===== config.mk =====
export PLATFORM = sky130hd
export DESIGN_NAME = block_mode_decode_2d_core
export DESIGN_NICKNAME = d
export VERILOG_FILES = /design/src/rtl/bmd_pkg.sv /design/src/rtl/bmd_field_decode.sv /design/src/rtl/block_mode_decode_2d_core.sv
export SDC_FILE = /design/constraint.sdc
export NUM_CORES = 1
export LEC_CHECK = 0
export ABC_CLOCK_PERIOD_IN_PS = 6900
export BUFFER_PORTS_ARGS = -buffer_cell sky130_fd_sc_hd__buf_4
export CORE_MARGIN = 2
export CORE_UTILIZATION = 63
export DETAILED_ROUTE_END_ITERATION = 12
export PLACE_DENSITY = 0.8
export SKIP_LAST_GASP = 1
export SLEW_MARGIN = 15
export SYNTH_ARGS = -nofsm -noshare
export SYNTH_HDL_FRONTEND = slang
export SYNTH_HIERARCHICAL = 1
export SYNTH_SLANG_ARGS = --single-unit

===== constraint.sdc =====
create_clock -name clk -period 6.9 [get_ports clk]
set_clock_uncertainty 0.2 [all_clocks]
set_input_delay 1.035 -clock clk [delete_from_list [all_inputs] [get_ports clk]]
set_output_delay 1.035 -clock clk [all_outputs]
set_load 0.005 [all_outputs]

===== src/rtl/bmd_pkg.sv =====
// Shared types, limits and level tables for the 2D block mode decoder.
package bmd_pkg;

  // Weight limits a legal block mode must meet
  localparam int unsigned MAX_WEIGHT_COUNT = 64;
  localparam int unsigned MIN_WEIGHT_BITS  = 24;
  localparam int unsigned MAX_WEIGHT_BITS  = 96;

  // Field widths
  localparam int unsigned MODE_W  = 11;
  localparam int unsigned DIM_W   = 4;
  localparam int unsigned LEVEL_W = 4;
  localparam int unsigned COUNT_W = 7;   // largest weight count is 120
  localparam int unsigned BITS_W  = 10;
  localparam int unsigned EXTRA_W = 9;   // largest trit/quint term is 280
  localparam int unsigned PROD_W  = 20;

  // Reciprocal multipliers: x*205>>10 == x/5 and x*683>>11 == x/3 for x < 1024
  localparam logic [7:0] RECIP5       = 8'd205;
  localparam int unsigned RECIP5_SH   = 10;
  localparam logic [9:0] RECIP3       = 10'd683;
  localparam int unsigned RECIP3_SH   = 11;

  // Encoding kind of a quantization level
  typedef enum logic [1:0] {
    KIND_BITS,
    KIND_TRIT,
    KIND_QUINT
  } level_kind_t;

  // Decoded header fields handed from the field decoder to the pipeline
  typedef struct packed {
    logic [DIM_W-1:0]   width;
    logic [DIM_W-1:0]   height;
    logic               dual;
    logic [LEVEL_W-1:0] level;
    logic               rsv;
  } mode_fields_t;

  // Plain bits per weight for a level
  function automatic logic [2:0] level_plain(input logic [LEVEL_W-1:0] lv);
    logic [2:0] r;
    case (lv)
      4'd0:    r = 3'd1;
      4'd1:    r = 3'd0;
      4'd2:    r = 3'd2;
      4'd3:    r = 3'd0;
      4'd4:    r = 3'd1;
      4'd5:    r = 3'd3;
      4'd6:    r = 3'd1;
      4'd7:    r = 3'd2;
      4'd8:    r = 3'd4;
      4'd9:    r = 3'd2;
      4'd10:   r = 3'd3;
      default: r = 3'd5;
    endcase
    return r;
  endfunction

  // Trit or quint packing for a level
  function automatic level_kind_t level_kind(input logic [LEVEL_W-1:0] lv);
    level_kind_t r;
    case (lv)
      4'd1, 4'd4, 4'd7, 4'd10: r = KIND_TRIT;
      4'd3, 4'd6, 4'd9:        r = KIND_QUINT;
      default:                 r = KIND_BITS;
    endcase
    return r;
  endfunction

endpackage


===== src/rtl/bmd_field_decode.sv =====
// Combinational decode of the 11-bit block mode into grid size, planes and level.
module bmd_field_decode (
  input  logic [bmd_pkg::MODE_W-1:0] mode,
  output bmd_pkg::mode_fields_t      fields
);

  logic [2:0] prec;
  logic       hi;
  logic       dual;
  logic [1:0] a;
  logic [1:0] b;
  logic [3:0] w;
  logic [3:0] h;
  logic       rsv;

  // Grid layout selection
  always_comb begin
    hi   = mode[9];
    dual = mode[10];
    a    = mode[6:5];
    b    = mode[8:7];
    w    = 4'd0;
    h    = 4'd0;
    rsv  = 1'b0;
    prec = {mode[1:0], mode[4]};
    if (mode[1:0] != 2'b00) begin
      unique case (mode[3:2])
        2'd0: begin
          w = {2'b00, b} + 4'd4;
          h = {2'b00, a} + 4'd2;
        end
        2'd1: begin
          w = {2'b00, b} + 4'd8;
          h = {2'b00, a} + 4'd2;
        end
        2'd2: begin
          w = {2'b00, a} + 4'd2;
          h = {2'b00, b} + 4'd8;
        end
        default: begin
          if (mode[8]) begin
            w = {3'b000, mode[7]} + 4'd2;
            h = {2'b00, a} + 4'd2;
          end else begin
            w = {2'b00, a} + 4'd2;
            h = {3'b000, mode[7]} + 4'd6;
          end
        end
      endcase
    end else begin
      prec = {mode[3:2], mode[4]};
      if (mode[3:2] == 2'b00) begin
        rsv = 1'b1;
      end else begin
        unique case (mode[8:7])
          2'd0: begin
            w = 4'd12;
            h = {2'b00, a} + 4'd2;
          end
          2'd1: begin
            w = {2'b00, a} + 4'd2;
            h = 4'd12;
          end
          2'd2: begin
            // large grid: bits 10:9 size the rows
            w    = {2'b00, a} + 4'd6;
            h    = {2'b00, mode[10:9]} + 4'd6;
            dual = 1'b0;
            hi   = 1'b0;
          end
          default: begin
            if (a == 2'd0) begin
              w = 4'd6;
              h = 4'd10;
            end else if (a == 2'd1) begin
              w = 4'd10;
              h = 4'd6;
            end else begin
              rsv = 1'b1;
            end
          end
        endcase
      end
    end
  end

  // Reserved encodings report all fields zero, with only the rsv flag set
  always_comb begin
    fields.rsv = rsv;
    if (rsv) begin
      fields.width  = '0;
      fields.height = '0;
      fields.dual   = 1'b0;
      fields.level  = '0;
    end else begin
      fields.width  = w;
      fields.height = h;
      fields.dual   = dual;
      fields.level  = {1'b0, prec} - 4'd2 + (hi ? 4'd6 : 4'd0);
    end
  end

endmodule


===== src/rtl/block_mode_decode_2d_core.sv =====
// Top level: four-stage pipelined 2D block mode decoder with weight bit count.
// Stages, in order: decode, weight count, multiply, sum and limit check,
// each stage one register, the last one driving out_valid.
// Throughput: one transaction per cycle; each stage holds under backpressure
// and frees as soon as the stage after it moves.
// Reset: rst (synchronous) clears all stage valid bits; payload is not reset.
module block_mode_decode_2d_core (
  input  logic                        clk,
  input  logic                        rst,
  input  logic                        in_valid,
  output logic                        in_ready,
  input  logic [bmd_pkg::MODE_W-1:0]  mode_word,
  output logic                        out_valid,
  input  logic                        out_ready,
  output logic [bmd_pkg::DIM_W-1:0]   grid_width,
  output logic [bmd_pkg::DIM_W-1:0]   grid_height,
  output logic                        two_planes,
  output logic [bmd_pkg::LEVEL_W-1:0] weight_level,
  output logic [bmd_pkg::BITS_W-1:0]  weight_bit_total,
  output logic                        mode_ok
);

  bmd_pkg::mode_fields_t dec;
  bmd_pkg::mode_fields_t f1;
  bmd_pkg::mode_fields_t f2;
  bmd_pkg::mode_fields_t f3;
  logic v1, v2, v3, v4;
  logic rdy1, rdy2, rdy3, rdy4;

  logic [7:0]                   wh;
  logic [8:0]                   cnt_full;
  logic [bmd_pkg::COUNT_W-1:0]  cnt2;
  logic [bmd_pkg::BITS_W-1:0]   plain3;
  logic [bmd_pkg::EXTRA_W-1:0]  extra3;
  logic                         cnt_ok3;
  logic [bmd_pkg::BITS_W-1:0]   plain_next;
  logic [bmd_pkg::EXTRA_W-1:0]  extra_next;
  logic [bmd_pkg::PROD_W-1:0]   trit_prod;
  logic [bmd_pkg::PROD_W-1:0]   quint_prod;
  logic [bmd_pkg::BITS_W-1:0]   bits_next;

  // Stage ready chain
  assign rdy4     = !v4 || out_ready;
  assign rdy3     = !v3 || rdy4;
  assign rdy2     = !v2 || rdy3;
  assign rdy1     = !v1 || rdy2;
  assign in_ready = rdy1;

  // Valid bits
  always_ff @(posedge clk) begin
    if (rst) begin
      v1 <= 1'b0;
      v2 <= 1'b0;
      v3 <= 1'b0;
      v4 <= 1'b0;
    end else begin
      if (rdy1) v1 <= in_valid;
      if (rdy2) v2 <= v1;
      if (rdy3) v3 <= v2;
      if (rdy4) v4 <= v3;
    end
  end

  // Stage 1: header field decode
  bmd_field_decode u_decode (
    .mode   (mode_word),
    .fields (dec)
  );

  always_ff @(posedge clk) begin
    if (rdy1 && in_valid) f1 <= dec;
  end

  // Stage 2: weight count = width * height * planes
  assign wh       = {4'd0, f1.width} * {4'd0, f1.height};
  assign cnt_full = {1'b0, wh} << f1.dual;

  always_ff @(posedge clk) begin
    if (rdy2 && v1) begin
      f2   <= f1;
      cnt2 <= cnt_full[bmd_pkg::COUNT_W-1:0];
    end
  end

  // Stage 3: plain bits product and trit/quint term by reciprocal multiply
  assign trit_prod  = {10'd0, {3'b000, cnt2} * 10'd8 + 10'd4} * {12'd0, bmd_pkg::RECIP5};
  assign quint_prod = {10'd0, {3'b000, cnt2} * 10'd7 + 10'd2} * {10'd0, bmd_pkg::RECIP3};
  assign plain_next = {3'b000, cnt2} * {7'd0, bmd_pkg::level_plain(f2.level)};

  always_comb begin
    case (bmd_pkg::level_kind(f2.level))
      bmd_pkg::KIND_TRIT:
        extra_next = trit_prod[bmd_pkg::RECIP5_SH +: bmd_pkg::EXTRA_W];
      bmd_pkg::KIND_QUINT:
        extra_next = quint_prod[bmd_pkg::RECIP3_SH +: bmd_pkg::EXTRA_W];
      default:
        extra_next = '0;
    endcase
  end

  always_ff @(posedge clk) begin
    if (rdy3 && v2) begin
      f3      <= f2;
      plain3  <= plain_next;
      extra3  <= extra_next;
      cnt_ok3 <= ({25'd0, cnt2} <= 32'(bmd_pkg::MAX_WEIGHT_COUNT));
    end
  end

  // Stage 4: total bits, limit check, output register
  assign bits_next = plain3 + {1'b0, extra3};

  always_ff @(posedge clk) begin
    if (rdy4 && v3) begin
      grid_width       <= f3.width;
      grid_height      <= f3.height;
      two_planes       <= f3.dual;
      weight_level     <= f3.level;
      weight_bit_total <= bits_next;
      mode_ok          <= !f3.rsv && cnt_ok3 &&
                          ({22'd0, bits_next} >= 32'(bmd_pkg::MIN_WEIGHT_BITS)) &&
                          ({22'd0, bits_next} <= 32'(bmd_pkg::MAX_WEIGHT_BITS));
    end
  end

  assign out_valid = v4;

endmodule

Word-level counts from Yosys, hierarchy flattened

Memory sizes are Yosys's and may differ from the RTL's. A register that Yosys moved wholly into a read port is not among the register bits.
Index checks and enable logic that the tools add are counted.

Add/sub/neg operators: 12
Multiply operators: 5
$lt $le $gt $ge: 3
Equality and inequality tests: 14
Shift operators: 1
Mux-type cells: 30
Reduce and logical (&&, ||, !) cells: 24

Operator list:

| operator                                              | number |
|---|---|
| two-way mux 4 bit                                     | 10 |
| one-hot mux 4 bit (3 select lines)                    | 3 |
| multiplier 10 x 10 -> 20 bit (second input constant)  | 1 |
| multiplier 10 x 8 -> 18 bit (second input constant)   | 1 |
| one-hot mux 9 bit (2 select lines)                    | 1 |
| adder 2 x 3 -> 4 bit (second input constant)          | 3 |
| equality test 4 x 3 -> 1 bit (second input constant)  | 3 |
| two-way mux 1 bit                                     | 11 |
| adder 10 x 2 -> 10 bit (second input constant)        | 1 |
| adder 10 x 3 -> 10 bit (second input constant)        | 1 |
| adder 10 x 9 -> 10 bit                                | 1 |
| >= comparator 10 x 5 -> 1 bit (second input constant) | 1 |
| <= comparator 10 x 7 -> 1 bit (second input constant) | 1 |
| multiplier 7 x 3 -> 10 bit                            | 1 |
| multiplier 7 x 3 -> 10 bit (second input constant)    | 1 |
| two-way mux 3 bit                                     | 3 |
| equality test 2 x 1 -> 1 bit (second input constant)  | 4 |
| equality test 4 bit (second input constant)           | 2 |
| multiplier 4 x 4 -> 8 bit                             | 1 |
| one-hot mux 4 bit (2 select lines)                    | 1 |
| left shift 8 x 1 -> 7 bit                             | 1 |
| <= comparator 7 bit (second input constant)           | 1 |
| logical AND 1 bit                                     | 7 |
| equality test 2 bit (second input constant)           | 3 |
| 16 further kinds                                      | 26 |

Register bits: 97
ROM bits: 48
Bits of input ports: 15
Output and inout port bits: 26
Logic and storage cells: 119
Memories kept: 1

Memories:

| memory           | words | width | read ports | clocked after memory_dff | wr ports | line          | text |
|---|---|---|---|---|---|---|---|
| (name not given) | 16    | 3     | 1          | 1                        | 0        | bmd_pkg.sv:43 | `case (lv)` |

Logic depth before layout (Yosys ltp)

Gate-level depths: netlist (run 1).

Word-level depth: 6
Gate-level depth with buffers: 23
Mapped depth without buffers: 23

Cells and area by module

The synthesis (run 1) kept the hierarchy.

By module, submodules not included:

| module                    | times used | cells each | area an instance (µm²) | sequential area each (µm²) |
|---|---|---|---|---|
| block_mode_decode_2d_core | 1          | 733        | 8194.1                 | 2932.8 |
| bmd_field_decode          | 1          | 77         | 495.5                  | 0.0 |

Least setup slack after synthesis (run 1)

No wires, ideal clock.

Path type: register to register
From: register cnt2[3] (netlist name)
To: register extra3[5] (netlist name), data pin
Library setup time: 0.259 ns
Data arrival time: 5.799 ns
Required time: 6.441 ns
Slack: 0.642 ns
Cell stages (with the launch flop): 21
Buffers on the path: 0
Period minus slack after synthesis: 6.258 ns
Path through: edfxtp_1 > fa_1 > ha_1 > a21o_1 > a31o_2 > a31o_2 > a21o_1 > a21o_1 > ha_1 > ha_1 > inv_1 > fa_1 > inv_1 > fa_1 > ha_1 > ha_1 > and3_1 > nand2_1 > o41ai_2 > mux2i_1 > a211o_1

Longest elaborated chain between the ends: 4
Elaborated cells on any way between the ends: 6
Classes of those cells: add/sub (2); mul (3); mux (1)

RTL lines:

| what                                   | line                             | text |
|---|---|---|
| start, declared                        | block_mode_decode_2d_core.sv:32  | `logic [bmd_pkg::COUNT_W-1:0] cnt2;` |
| start signal, assigned                 | block_mode_decode_2d_core.sv:81  | `cnt2 <= cnt_full[bmd_pkg::COUNT_W-1:0];` |
| multiplier 7 x 3 -> 10 bit             | block_mode_decode_2d_core.sv:87  | `assign quint_prod = {10'd0, {3'b000, cnt2} * 10'd7 + 10'd2} * {10'd0, bmd_pkg::RECIP3};` |
| adder 10 x 2 -> 10 bit                 | block_mode_decode_2d_core.sv:87  |  |
| multiplier 10 x 10 -> 20 bit           | block_mode_decode_2d_core.sv:87  |  |
| one-hot mux 9 bit (2 select lines) (*) | block_mode_decode_2d_core.sv:91  | `case (bmd_pkg::level_kind(f2.level))` |
| end signal, assigned                   | block_mode_decode_2d_core.sv:105 | `extra3 <= extra_next;` |
| end, declared                          | block_mode_decode_2d_core.sv:34  | `logic [bmd_pkg::EXTRA_W-1:0] extra3;` |

Mark *: on every way between the ends. The rest lies on a longest branch, timed or not.
A chain may end at the register's enable or synchronous reset.

Worst setup path after layout (run 1)

From: register cnt2[3] (netlist name)
To: register extra3[6] (netlist name), data pin

Same word-level chain as after synthesis.

==> results.cfg, run 1 <==
[run_status]
outcome = complete, no violations

[logic_synthesis]
synth_top_area_share = 0.3214
async_flop_share = 0
synth_area_sq_mm = 0.008690
yosys-top-cells-count = ha_1 (143), inv_1 (106), edfxtp_1 (93), nand2_1 (52), fa_1 (47)
synth_flop_cell = edfxtp_1
synth_cell_type_count = 68
synthTopCellsByArea = edfxtp_1 (32%), ha_1 (21%), fa_1 (11%)
postSynthCellCount = 810
syn_nets = 1015
yosys_register_bits = 100
yosys_warnings = 6
synth_area_leader_cell = edfxtp_1
yosysMostFrequentCell = ha_1
seq_area_frac_synth = 0.3375
synth_edf_count = 93
post_synth.cell_area_avg_sq_um = 10.73

[worst_setup_path]
crit_fanout = 4
cp-end-kind = register
crit_path_top_delay_cell = fa_1
cp_common_cell = ha_1
slowest_delay_ps = 590
crit_type = reg -> reg
crit_arrival_ps = 6710
startpoint_type = register
cp_cell_sequence = fa_1 -> ha_1 -> a21o_1 -> a31o_2 -> a31o_2 -> a21o_1 -> a21o_1 -> ha_1 -> ha_1 -> fa_1 -> fa_1 -> ha_1 -> ha_1 -> a21oi_2 -> nand2b_1 -> nor3_1 -> o31ai_1 -> or3_1 -> nand3_1
required_ps = 6920

[global_route]
grt_pass1_vias = 6508
grt_use_total = 0.2666
grt_pass1_wl_microns = 31050
antenna_found_initial = 0
gr-total-overflow = 0
grt_max_degree = 35

[drt]
drtPass1Iterations = 5
routed_wl_microns = 18140
antenna_left = 0
route.detailed.drc = 0
wl_per_cell_microns = 17.46
vias = 6169
vias_per_cell = 5.937
first_iter_violations = 452

[placed_design]
placed_cells = 1023
port_buffers = 40
place.gp.congestion = 0.9125
place_hpwl_microns = 14630

[floorplanning]
core-area_sq_mm = 0.01335
die_h_microns = 121.4
die_area_sq_mm = 0.01475
dieWidth_microns = 121.4
initial_utilization = 0.6510
num_rows = 42
io_pins = 41

[clock_network]
cts_hold_buffers = 0
clkSlewWorstSetupHoldPaths_ps = 80
cts_buffers = 9
h-tree-depth = 3
cts_tree = done
clkLatencyLatePin_ps = 350
clockBufferDepth = 2
cts_sinks = 100
cts_root_buf = clkbuf_16

[finish]
regArea_sq_mm = 0.002933
fin_util = 0.7159
multiInputGateArea_sq_mm = 0.005341
drive_gt1_frac = 0.09965
finalNetCount = 1063
synthToLayoutAreaGrowth_pct = 9.964
n_antenna_cell = 0
fillCellCount = 944
fin_cells = 1039

[timing]
max_freq_mhz = 149.4
tns_ps = 0
finalMaxSlewViolations = 0
setup_viol = 0
fin_crit_sh = 0.9700
hold_viol = 0
fin_hold_ws_ps = 218.7
tightest_slew_ps = 1072
relSlewSlack = 0.2835
min_period_ps = 6693

[run]
drv_cap = 0

[worst_hold_path]
hp-class = reg -> reg
[worst max-delay path: cells and delay by family, from the launching register on]
kind,cells,cell delay [ps]
adder cells (fa/ha/maj),8,3260
AO/OA/AOI/OAI,7,1620
AND/OR/NAND/NOR,4,970
flip-flops,1,490
[cell families after synthesis]
kind of cell / synth area share
AND/OR/NAND/NOR: 0.1104
AO/OA/AOI/OAI: 0.1149
flip-flops: 0.3375
buffers and inverters: 0.05299
XOR/XNOR: 0.05112
adder cells (fa/ha/maj): 0.3142
multiplexers: 0.01886
[area by class of cell]
type | count | share of cell area
Tap cell | 176 | 0.02305
Clock inverter | 7 | 0.007333
Timing Repair Buffer | 49 | 0.03850
Sequential cell | 100 | 0.3069
Clock buffer | 9 | 0.02357
Multi-Input combinational cell | 592 | 0.5590
Inverter | 106 | 0.04164
[registers in the layout, summed over array words and instances (netlist names), 4 cells and up, named ones only]
name / count
weight_level: 4
extra3: 9
cnt2: 7
grid_height: 4
f1: 14
f2: 14
f3: 14
plain3: 10
weight_bit_total: 10
grid_width: 4
[what timing repair did]
action                                  4_1_cts  5_1_grt
gates resized for setup                       0        3
setup buffers                                 0        0
endpoints found under the setup margin        0        3
[layout by cell type, fill, tap and decap left out, types with 14 or more instances in the layout]
master,instances
xnor2_1,29
nor2_1,35
o21ai_0,32
and2_1,23
inv_1,106
buf_4,49
fa_1,47
ha_1,143
nand2_1,52
edfxtp_1,93
a21o_1,14
xor2_1,18
a21oi_1,39
[path summary, 6_finish.rpt]
path | slack [ps] | to | from | cells past startpoint
worst min register to register | 220 | f3[6] | f2[6] | 0
worst min-delay path | 220 | f3[6] | f2[6] | 0
worst max register to register | 210 | extra3[6] | cnt2[3] | 19
worst max-delay path | 210 | extra3[6] | cnt2[3] | 19
[per-stage QoR]
stage | area (sq um) | setup WS, ps
3_5_place_dp | 9229 | 249.7
6_report | 9555 | 206.8
3_3_place_gp | 9229 | 470.4
4_1_cts | 9524 | 207.3
2_1_floorplan | 8690 | 641.8
5_1_grt | 9555 | -35.75
[routing by layer]
metal | routed length, microns | vias to the layer above | part of all wire | track usage
met2 | 9060 | 200 | 0.50 | 0.4645
met4 | 457 | 0 | 0.025 | 0.09555
met1 | 7814 | 2980 | 0.43 | 0.3362
met3 | 806 | 40 | 0.044 | 0.04229
met5 | 0 | - | 0 | 0
li1 | - | 2949 | - | -
Power of run 1 is not shown: default switching activity piles up to over one toggle a cycle in this logic, so the estimate is an artifact.
==> inputs of run 2 (changes only) <==
--- a/config.mk
+++ b/config.mk
@@ -7,11 +7,9 @@
 export LEC_CHECK = 0
 export ABC_CLOCK_PERIOD_IN_PS = 6900
 export BUFFER_PORTS_ARGS = -buffer_cell sky130_fd_sc_hd__buf_4
-export CORE_MARGIN = 2
-export CORE_UTILIZATION = 63
+export CORE_UTILIZATION = 44
 export DETAILED_ROUTE_END_ITERATION = 12
-export PLACE_DENSITY = 0.8
-export SKIP_LAST_GASP = 1
+export PLACE_DENSITY = 0.59
 export SLEW_MARGIN = 15
 export SYNTH_ARGS = -nofsm -noshare
 export SYNTH_HDL_FRONTEND = slang
==> run 2 against run 1 <==
Non-clock buffer count grew 1. Global-route usage shrank 9.0 points. Register-to-register slack gained 210 ps. Cell area grew 1.3%.
==> results.cfg, run 2 (synthesis gave the netlist of run 1 again) <==
[worst_setup_path]
crit_type = reg -> reg
crit_arrival_ps = 6380
r2r_end = extra3[0]
crit_fanout = 10
reg2reg_slack_ps = 420
reg2reg_depth = 23
r2r-start = cnt2[3]
required_ps = 6790
cp-end-kind = register
startpoint_type = register

[clock_network]
clockBufferDepth = 2
clkSlewWorstSetupHoldPaths_ps = 70
cts_tree = done
cts_buffers = 9
cts_sinks = 100
cts_root_buf = clkbuf_16
h-tree-depth = 3
clkLatencyLatePin_ps = 350
cts_hold_buffers = 0
post-cts-setup-buffers = 0

[floorplanning]
initial_utilization = 0.4479
die_area_sq_mm = 0.02031
dieWidth_microns = 142.5
core-area_sq_mm = 0.01940
io_pins = 41
num_rows = 51
die_h_microns = 142.5

[worst_hold_path]
hp-class = reg -> reg
min_path_cells = 0
hold_end = f3[7]
hold_start = f2[7]

[timing]
tightest_slew_ps = 900.3
min_period_ps = 6484
setup_viol = 0
relSlewSlack = 0.3992
finalMaxSlewViolations = 0
hold_viol = 0
tns_ps = 0
fin_crit_sh = 0.9398
rsz0062_at_grt = false
max_freq_mhz = 154.2

[drt]
first_iter_violations = 216
drtPass1Iterations = 4
wl_per_cell_microns = 14.93
vias_per_cell = 5.150
route.detailed.drc = 0
routed_wl_microns = 16850
vias = 5814
antenna_left = 0

[finish]
synthToLayoutAreaGrowth_pct = 11.43
final_cell_mix = ha_1 (143), inv_1 (106), edfxtp_1 (93)
fillCellCount = 1805
drive_gt1_frac = 0.09838
n_antenna_cell = 0
final_common_cell = ha_1
finalNetCount = 1064
reg_top3 = f1 x14, f2 x14, f3 x14

[run]
drv_cap = 0

[global_route]
gr-total-overflow = 0
antenna_found_initial = 0
grt_pass1_wl_microns = 28310
grt_max_degree = 35
grt_pass1_vias = 5775
grt_use_total = 0.1771

[placed_design]
port_buffers = 40
place_hpwl_microns = 13600
place.gp.congestion = 0.8131

[run_status]
outcome = complete, no violations
==> run 2: layout make-up <==
cell class | instances | area (sq um) | area share
Sequential cell | 100 | 2933 | 0.3029
Multi-Input combinational cell | 592 | 5321 | 0.5496
Timing Repair Buffer | 50 | 375.4 | 0.03876
Tap cell | 265 | 331.6 | 0.03424
Inverter | 106 | 397.9 | 0.04109
Clock buffer | 9 | 225.2 | 0.02326
Clock inverter | 7 | 98.84 | 0.01021
==> run 2: how the worst max path moves through the flow <==
| stage | startpoint | to | slack, ps | depth (start not counted) |
|---|---|---|---|---|
| CTS | cnt2[3] | extra3[5] | 310 | 21 |
| finish | cnt2[3] | extra3[0] | 420 | 23 |
| detailed placement | cnt2[3] | extra3[5] | 330 | 21 |
| floorplan | cnt2[3] | extra3[5] | 640 | 20 |
| global placement | cnt2[3] | extra3[0] | 460 | 23 |
| global route | cnt2[3] | extra3[0] | 40 | 23 |
==> run 2: through the flow <==
stage	util	instances	cell area [sq um]	hold WS, ps	setup slack [ps]
after global placement	0.4819	1113	9348	200.8	459.1
final	0.4992	1129	9683	220.9	415.7
after detailed placement	0.4819	1113	9348	205.4	332.8
after floorplan	-	810	8690	200.3	641.8
after global routing	0.4992	1129	9683	224.9	38.23
after CTS	0.4986	1129	9672	223.8	314.1
==> run 2: what timing repair did <==
| item | 4_1_cts | 5_1_grt |
|---|---|---|
| setup endpoints to repair | 0 | 1 |
| hold endpoints to repair | 0 | 0 |
| resized for setup | 0 | 1 |
==> run 2: routing by layer <==
metal,wire (microns),global-route usage,up-vias
met2,7932,0.2959,83
met1,8321,0.2446,2756
met5,0,0,-
met4,183,0.03622,0
li1,-,-,2960
met3,415,0.02423,15
==> run 2: worst max-delay path: stages (launching register included) <==
cell and delay, ps:
edfxtp_1 410, buf_4 210, fa_1 370, ha_1 340, a21o_1 180, a31o_2 230, a31o_2 270, xor2_2 310
xor2_1 170, ha_1 310, inv_1 60, fa_1 520, inv_1 50, fa_1 490, inv_1 50, fa_1 490
inv_1 40, ha_1 320, a211oi_1 260, nand2_1 110, o21ai_0 330, nand2_1 120, xnor2_1 260, o22ai_1 110
Power of run 2 is left out for the same reason.
